## src/rtl/pcd_pkg.sv

```systemverilog
// Package for the per-channel dequantizer: constants, types and float helpers.
// Used by pcd_front, pcd_fmul and the top level.
`timescale 1ns / 1ps
package pcd_pkg;
    localparam int MaxChannels = 256;
    localparam int TabAw = $clog2(MaxChannels);

    localparam logic [2:0] REG_VALUE_TYPE    = 3'd0;
    localparam logic [2:0] REG_CHANNEL_COUNT = 3'd1;
    localparam logic [2:0] REG_INNER_SIZE    = 3'd2;
    localparam logic [2:0] REG_PARAM_COUNT   = 3'd3;
    localparam logic [2:0] REG_ELEMENT_COUNT = 3'd4;

    typedef enum logic [2:0] {
        VT_F16 = 3'd0, VT_U4 = 3'd1, VT_S4 = 3'd2, VT_U8 = 3'd3,
        VT_S8 = 3'd4, VT_S16 = 3'd5, VT_S32 = 3'd6, VT_S64 = 3'd7
    } value_type_t;

    typedef struct packed {
        logic        mode;
        logic [63:0] raw_value;
        logic [7:0]  table_index;
        logic [31:0] scale_bits;
        logic [63:0] zero_point;
    } in_item_t;

    typedef struct packed {
        logic [31:0] result_bits;
        logic        last;
    } out_item_t;

    // Configuration seen by the datapath.
    typedef struct packed {
        value_type_t vtype;
        logic [16:0] channel_count;
        logic [24:0] inner_size;
        logic [8:0]  param_count;
        logic [31:0] element_count;
    } cfg_t;

    // Position of the leading one of a nonzero 64-bit value.
    function automatic logic [5:0] lead_one(input logic [63:0] v);
        logic [5:0] p;
        p = 6'd0;
        for (int i = 0; i < 64; i++) begin
            if (v[i]) begin
                p = 6'(i);
            end
        end
        return p;
    endfunction

    // Round a left-normalized 64-bit significand (bit 63 set) to single.
    // be is the biased exponent of bit 63; values below 1 go subnormal.
    function automatic logic [31:0] round_pack(input logic sign,
                                               input logic signed [11:0] be,
                                               input logic [63:0] sig);
        logic [63:0]  s;
        logic [11:0]  rsh;
        logic         sticky;
        logic [24:0]  m;
        logic         g;
        logic [31:0]  bits;
        logic [32:0]  sum;
        s = sig;
        sticky = 1'b0;
        bits = 32'd0;
        if (be >= 12'sd255) begin
            return {sign, 8'hFF, 23'd0};
        end
        if (be < 12'sd1) begin
            rsh = 12'(12'sd1 - be);
            if (rsh > 12'd63) begin
                sticky = |s;
                s = 64'd0;
            end else begin
                sticky = |(s & ((64'd1 << rsh[5:0]) - 64'd1));
                s = s >> rsh[5:0];
            end
        end
        // s[63] is the hidden bit position; keep 24 bits then round.
        m = {1'b0, s[63:40]};
        g = s[39];
        sticky = sticky | (|s[38:0]);
        if (g && (sticky || m[0])) begin
            m = m + 25'd1;
        end
        if (be >= 12'sd1) begin
            sum = {1'b0, 32'(be - 12'sd1) << 23} + 33'(m);
        end else begin
            sum = 33'(m);
        end
        if (sum >= 33'h07F800000) begin
            bits = 32'h7F800000;
        end else begin
            bits = sum[31:0];
        end
        return {sign, bits[30:0]};
    endfunction
endpackage

```

## src/rtl/pcd_fmul.sv

```systemverilog
// Single-precision multiply stage: 24x24 product registered, then rounding.
// Depends on pcd_pkg.
`timescale 1ns / 1ps
module pcd_fmul (
    input  logic        clk,
    input  logic        rst_n,
    input  logic        advance,
    input  logic        in_valid,
    input  logic [31:0] a,
    input  logic [31:0] b,
    input  logic        bypass,
    input  logic        in_last,
    output logic        out_valid,
    output logic [31:0] result,
    output logic        out_last
);
    import pcd_pkg::*;

    logic        p_valid_reg;
    logic [47:0] p_prod_reg;
    logic signed [11:0] p_exp_reg;
    logic        p_sign_reg;
    logic        p_special_reg;
    logic [31:0] p_special_val_reg;
    logic        p_last_reg;

    logic        r_valid_reg;
    logic [31:0] r_result_reg;
    logic        r_last_reg;

    logic [7:0]  ea, eb;
    logic [23:0] ma, mb;
    logic        za, zb, sign;
    logic        special;
    logic [31:0] special_val;

    always_comb
    begin
        ea = a[30:23];
        eb = b[30:23];
        za = (ea == 8'd0) && (a[22:0] == 23'd0);
        zb = (eb == 8'd0) && (b[22:0] == 23'd0);
        ma = {ea != 8'd0, a[22:0]};
        mb = {eb != 8'd0, b[22:0]};
        sign = a[31] ^ b[31];
        special = 1'b1;
        if (bypass) begin
            special_val = a;
        end else if (ea == 8'hFF && a[22:0] != 23'd0) begin
            special_val = a | 32'h00400000;
        end else if (eb == 8'hFF && b[22:0] != 23'd0) begin
            special_val = b | 32'h00400000;
        end else if (ea == 8'hFF || eb == 8'hFF) begin
            special_val = (za || zb) ? 32'h7FC00000 : {sign, 8'hFF, 23'd0};
        end else if (za || zb) begin
            special_val = {sign, 31'd0};
        end else begin
            special = 1'b0;
            special_val = 32'd0;
        end
    end

    always_ff @(posedge clk)
    begin
        if (advance) begin
            p_prod_reg <= ma * mb;
            // Biased exponent of product bit 47 (before normalization).
            p_exp_reg <= 12'($signed({4'd0, (ea == 8'd0) ? 8'd1 : ea})
                       + $signed({4'd0, (eb == 8'd0) ? 8'd1 : eb}) - 12'sd126);
            p_sign_reg <= sign;
            p_special_reg <= special;
            p_special_val_reg <= special_val;
            p_last_reg <= in_last;
        end
    end

    logic [5:0]  lo;
    logic [63:0] norm;
    logic [31:0] rounded;

    always_comb
    begin
        lo = lead_one({16'd0, p_prod_reg});
        norm = {16'd0, p_prod_reg} << (6'd63 - lo);
        rounded = round_pack(p_sign_reg,
                             12'(p_exp_reg - 12'sd47 + $signed({6'd0, lo})), norm);
    end

    always_ff @(posedge clk)
    begin
        if (advance) begin
            r_result_reg <= p_special_reg ? p_special_val_reg : rounded;
            r_last_reg <= p_last_reg;
        end
    end

    always_ff @(posedge clk or negedge rst_n)
    begin
        if (!rst_n) begin
            p_valid_reg <= 1'b0;
            r_valid_reg <= 1'b0;
        end else if (advance) begin
            p_valid_reg <= in_valid;
            r_valid_reg <= p_valid_reg;
        end
    end

    assign out_valid = r_valid_reg;
    assign result = r_result_reg;
    assign out_last = r_last_reg;
endmodule

```

## config.mk

```make
export PLATFORM = sky130hd
export DESIGN_NAME = pcd_fmul
export DESIGN_NICKNAME = d
export VERILOG_FILES = /design/src/rtl/pcd_pkg.sv /design/src/rtl/pcd_fmul.sv
export SDC_FILE = /design/constraint.sdc
export NUM_CORES = 2
export LEC_CHECK = 0
export BUFFER_PORTS_ARGS = -buffer_cell sky130_fd_sc_hd__buf_2
export CORE_MARGIN = 5
export CORE_UTILIZATION = 45
export DETAILED_ROUTE_END_ITERATION = 16
export RECOVER_POWER = 100
export SYNTH_ARGS = -nofsm -noshare
export SYNTH_HDL_FRONTEND = slang
export SYNTH_SLANG_ARGS = --single-unit
```

## constraint.sdc

```tcl
create_clock -name clk -period 26.6 [get_ports clk]
set_input_delay 3.99 -clock clk [delete_from_list [all_inputs] [get_ports clk]]
set_output_delay 3.99 -clock clk [all_outputs]
set_load 0.01 [all_outputs]
```

Yosys cells after proc, flatten, opt, wreduce, memory -nomap -nowiden. Cells that the tools add are included.

$add $sub $neg: 10. $mul: 1. Order comparisons: 5. Eq/ne operators: 2. Shifts and indexed selects: 3. Mux-type cells: 71. Bitwise operators: 3. Reductions and logical operators: 20.

Operator list (count): 2-to-1 mux 32 bit (9); 2-to-1 mux 6 bit (46); 2-to-1 mux 64 bit (3); OR reduction 64 bit (2); 2-to-1 mux 33 bit (2); bitwise AND 64 bit (1); left shift 1 x 6 -> 64 bit (first input constant) (1); left shift 48 x 6 -> 64 bit (1); >> shifter 64 x 6 -> 64 bit (1); subtractor 64 x 1 -> 64 bit (second input constant) (1); 2-to-1 mux 25 bit (2); multiplier 24 x 24 -> 48 bit (1); zero test 23 bit (2); nonzero test 23 bit (2); OR reduction 39 bit (1); adder 32 x 25 -> 33 bit (1); >= comparator 33 x 31 -> 1 bit (second input constant) (1); 2-to-1 mux 31 bit (1); adder 24 x 1 -> 25 bit (second input constant) (1); equality test 8 bit (second input constant) (2); zero test 8 bit (2); 2-to-1 mux 8 bit (2); nonzero test 8 bit (2); adder 12 x 7 -> 12 bit (1); 16 further kinds (27).

Register bits: 130. Input bits: 70. Output and inout bits: 34. Logic and storage cells: 125.

Depth between registers and ports, before layout.
Depth in word-level cells: 68. Depth in mapped cells: 56. Depth with buffers taken out: 46.

Worst setup path before layout. Ideal clock, no wire load.

Path kind: input -> register. Start point: input b[3]. End point: register p_prod_reg[46] (data pin). Setup time: 266 ps. Arrival: 11310 ps. Data required time: 26334 ps. Path slack: 15024 ps. Cell stages on the path: 30. Path buffers: 2. Cells stage by stage: clkbuf_1 > clkbuf_1 > nand2_1 > fa_1 > inv_1 > fa_1 > fa_1 > fa_1 > fa_1 > inv_1 > fa_1 > inv_1 > fa_1 > ha_1 > o21ai_0 > o21ai_0 > a21oi_1 > o211ai_1 > a211oi_1 > o31ai_1 > o41ai_1 > nor2b_1 > o21a_1 > o21ai_0 > a21oi_1 > a21oi_1 > nor2b_1 > o21a_1 > o41ai_1 > xnor2_1.

Longest elaborated chain between the ends: 1.

RTL lines: start: declaration (RTL line pcd_fmul.sv:10) `input logic [31:0] b,`; multiplier 24 x 24 -> 48 bit (RTL line pcd_fmul.sv:66) `p_prod_reg <= ma * mb;`; end signal: assignment (RTL line pcd_fmul.sv:66); end: declaration (RTL line pcd_fmul.sv:20) `logic [47:0] p_prod_reg;`.

No other way between the ends. A chain may end at the register's enable or synchronous reset.

Worst setup path in the final report.
Start point: register p_prod_reg[47]. End point: register r_result_reg[4] (netlist: result[4]) (data pin).

Longest elaborated chain between the ends: 22. Elaborated cells on any way between the ends: 37. Classes of those cells: add/sub: 7; order compare: 5; shift: 3; mux: 15; bitwise: 2; reduce/logical: 5.

RTL lines: 2-to-1 mux 6 bit (RTL line pcd_pkg.sv:46) `if (v[i]) begin`; adder 12 x 7 -> 12 bit (RTL line pcd_fmul.sv:86) `12'(p_exp_reg - 12'sd47 + $signed({6'd0, lo})), norm);`; subtractor 2 x 12 -> 12 bit (RTL line pcd_pkg.sv:72) `rsh = 12'(12'sd1 - be);`; left shift 1 x 6 -> 64 bit (RTL line pcd_pkg.sv:77) `sticky = |(s & ((64'd1 << rsh[5:0]) - 64'd1));`; subtractor 64 x 1 -> 64 bit (RTL line pcd_pkg.sv:77); bitwise AND 64 bit (RTL line pcd_pkg.sv:77); OR reduction 64 bit (RTL line pcd_pkg.sv:77); 2-to-1 mux 1 bit (RTL line pcd_pkg.sv:73) `if (rsh > 12'd63) begin`; [6 not listed]; 2-to-1 mux 25 bit (RTL line pcd_pkg.sv:71) `if (be < 12'sd1) begin`; adder 32 x 25 -> 33 bit (RTL line pcd_pkg.sv:89) `sum = {1'b0, 32'(be - 12'sd1) << 23} + 33'(m);`; 2-to-1 mux 33 bit (RTL line pcd_pkg.sv:88) `if (be >= 12'sd1) begin`; 2-to-1 mux 33 bit (RTL line pcd_pkg.sv:71); >= comparator 33 x 31 -> 1 bit (RTL line pcd_pkg.sv:93) `if (sum >= 33'h07F800000) begin`; 2-to-1 mux 31 bit (RTL line pcd_pkg.sv:93); 2-to-1 mux 32 bit (*) (RTL line pcd_pkg.sv:71); 2-to-1 mux 32 bit (*) (RTL line pcd_fmul.sv:92) `r_result_reg <= p_special_reg ? p_special_val_reg : rounded;`; end signal: assignment (RTL line pcd_fmul.sv:92); end: declaration (RTL line pcd_fmul.sv:28) `logic [31:0] r_result_reg;`.

Mark *: on every way between the ends. The rest lies on a longest branch, timed or not. The select of a mux whose other input is x is not followed.

==> reports/qor.txt <==
Outcome -> finished, violations left
Number of H-tree levels -> 4
# setup viols final -> 0
Clock sink count -> 128
Clock Path Buffers -> 2
FFs w/ async S/R, synth -> 1.563%
Initial antenna violation count -> 5
Grt ovf -> 0
DIE WIDTH -> 294.9 µm
Die H -> 294.9 µm
Kind of critical path -> flop to flop
CTS root buffer -> clkbuf_16
PostCTS Resize Cnt -> 0
Die ar. -> 86960 µm²
Post-synthesis cell count -> 4530
Synth warn -> 0
Net Count, Synth -> 5299
First-pass GRT wire length -> 224400 µm
Fmax achieved -> 50.69 MHz
1st-iter DRT viols -> 4586
Max-cap violations -> 7
Unrepaired setup endpoints after global routing -> false
Port Buffers -> 103
Slowest-stage cell, CP -> clkbuf_1
Area Overhead vs Synth -> 4.485%
Wire per inst -> 27.09 µm
Drc violations -> 0
Via count -> 35700
Synth cell types -> 122
Reg clk slew, reported paths -> 0.07 ns
Max-slew violation count -> 316
Total track usage -> 33.54%
Post-route setup slack -> 6.872 ns
Hold depth -> 0
Ranking of synthesized cells by area -> fa_1 (27%), edfxtp_1 (10%), ha_1 (7.3%)
Sequential area share after synthesis -> 10.50%
Hold Buf Count CTS -> 0
Fin nets -> 5183
Relative slew slack -> -150.0%
Main synth FF type -> edfxtp_1
# Post-CTS Setup Buffers -> 0
Syn Std Cell Area -> 36520 µm²
Synthesized area per cell -> 8.062 µm²
Yosys top cell by area -> fa_1
Final period util -> 74.17%
Pre-antenna DRT Iters -> 9
Core Box Area -> 80550 µm²
Synth top area share -> 26.59%
CP Max Fanout -> 60
Most frequent cell after synthesis -> nand2_1
Top post-synthesis cells by count -> nand2_1 (656), inv_1 (558), fa_1 (485), clkbuf_1 (252), nor2_1 (251)
Placed cell count -> 5454
TNS Setup -> 0 ns
Hold slack -> 0.4260 ns
Clk_skew -> 0.01238 ns
WP data arrival -> 19.95 ns
Starting density of the core -> 45.34%
Critical path capture point type -> flop
Vias per cell -> 6.504
Slew @ Worst Pin -> 3.749 ns
I/O Pins -> 104
Clock Latency Late Sink -> 0.43 ns
WP data required -> 26.82 ns
TritonCTS buffer count -> 17
Detailed Place HPWL -> 109700 µm
Worst Hold Class -> flop to flop
Antenna viol nets, final -> 0
CTS tree -> built
GP Congestion -> 1.039
Pin count of the biggest net entering global routing -> 71
Routed Wire Length -> 148700 µm
Startpoint Class -> flop
Failing checks -> capacitance limit, slew limit
FP Rows -> 104
Hold Fails Final Rpt -> 0
Reg2Reg Depth -> 40
Pre-CTS setup slack -> 13.09 ns
Crit path largest cell delay -> 2.30 ns
Share of cells above drive strength 1 -> 7.138%
Count of non-filler cells in the finished layout -> 5489
Tmin final -> 19.73 ns
Vias in the first global route -> 35410
Seq cells post-synth -> 128
Max reg flops -> 48
Post-synth EDFFs -> 126
cells by family (layout without fill, tap and decap cells):
family | count (synthesis) | after routing | synth area share, %
AO/OA/AOI/OAI | 1032 | 1032 | 20.44
XOR/XNOR | 89 | 89 | 2.213
adder cells (fa/ha/maj) | 699 | 699 | 33.92
buffers and inverters | 871 | 768 | 9.236
flip-flops | 128 | 128 | 10.50
multiplexers | 50 | 50 | 1.679
other | 0 | 2 | 0
AND/OR/NAND/NOR | 1661 | 1661 | 22.02
final timing paths:
check	slack, ns	endpoint	start
min reg2reg	0.43	out_last$_DFFE_PP_	p_last_reg$_DFFE_PP_
min in group asynchronous	3.36	p_valid_reg$_DFFE_PN0P_	rst_n
max in group asynchronous	23.08	out_valid$_DFFE_PN0P_	rst_n
min	0.43	out_last$_DFFE_PP_	p_last_reg$_DFFE_PP_
max reg2reg	6.87	result[4]$_DFFE_PP_	p_prod_reg[47]$_DFFE_PP_
max	6.87	result[4]$_DFFE_PP_	p_prod_reg[47]$_DFFE_PP_
placed cells by master (no fill, tap or decap), types with 32 or more instances in the layout:
master / n
a21oi_1: 205
a211oi_1: 54
buf_2: 62
o21ai_0: 164
a31oi_1: 40
o211ai_1: 54
nand3_1: 131
a22oi_1: 45
nor4_1: 46
nor2_1: 250
buf_4: 62
o21a_1: 40
inv_1: 558
xor2_1: 32
nand4_1: 43
o2111ai_1: 42
xnor2_1: 55
clkbuf_1: 49
and2_1: 225
nor3_1: 142
ha_1: 212
edfxtp_1: 126
nand2_1: 656
fa_1: 485
final cells by class:
| cell class | instances | area, µm² |
|---|---|---|
| antenna | 2 | 5.005 |
| timing repair buffer | 173 | 960.9 |
| clock inverter | 14 | 158.9 |
| clock buffer | 18 | 429.2 |
| sequential | 128 | 3834 |
| tap | 1060 | 1326 |
| fill | 8117 | 42390 |
| inverter | 563 | 2113 |
| multi-input combinational | 3531 | 29330 |
stage by stage:
stage	util [%]	cell area [µm²]
floorplan	-	36520
global placement	46.76	37660
detailed placement	46.76	37660
CTS	47.49	38250
global route	47.37	38160
finish	47.37	38160
critical path, delay by kind of cell (launching register included):
kind	cells	cell delay [ns]
and+or+nand+nor	13	5.14
muxes	1	0.38
xor gates and xnor gates	1	0.26
AOI/OAI and AO/OA	14	5.15
buffers and inverters	7	6.10
DFF	1	0.55
adders and majority gates	4	1.89
per-layer routing:
metal	global-route usage, %	part of all wire, %
met5	0	0.0087
met4	17.34	6.6
met3	5.350	9.2
met2	52.65	44
met1	44.98	40
Power is left out: the tool's default activity adds up to more than one toggle a clock period on the data nets, which glitch-free logic cannot reach.
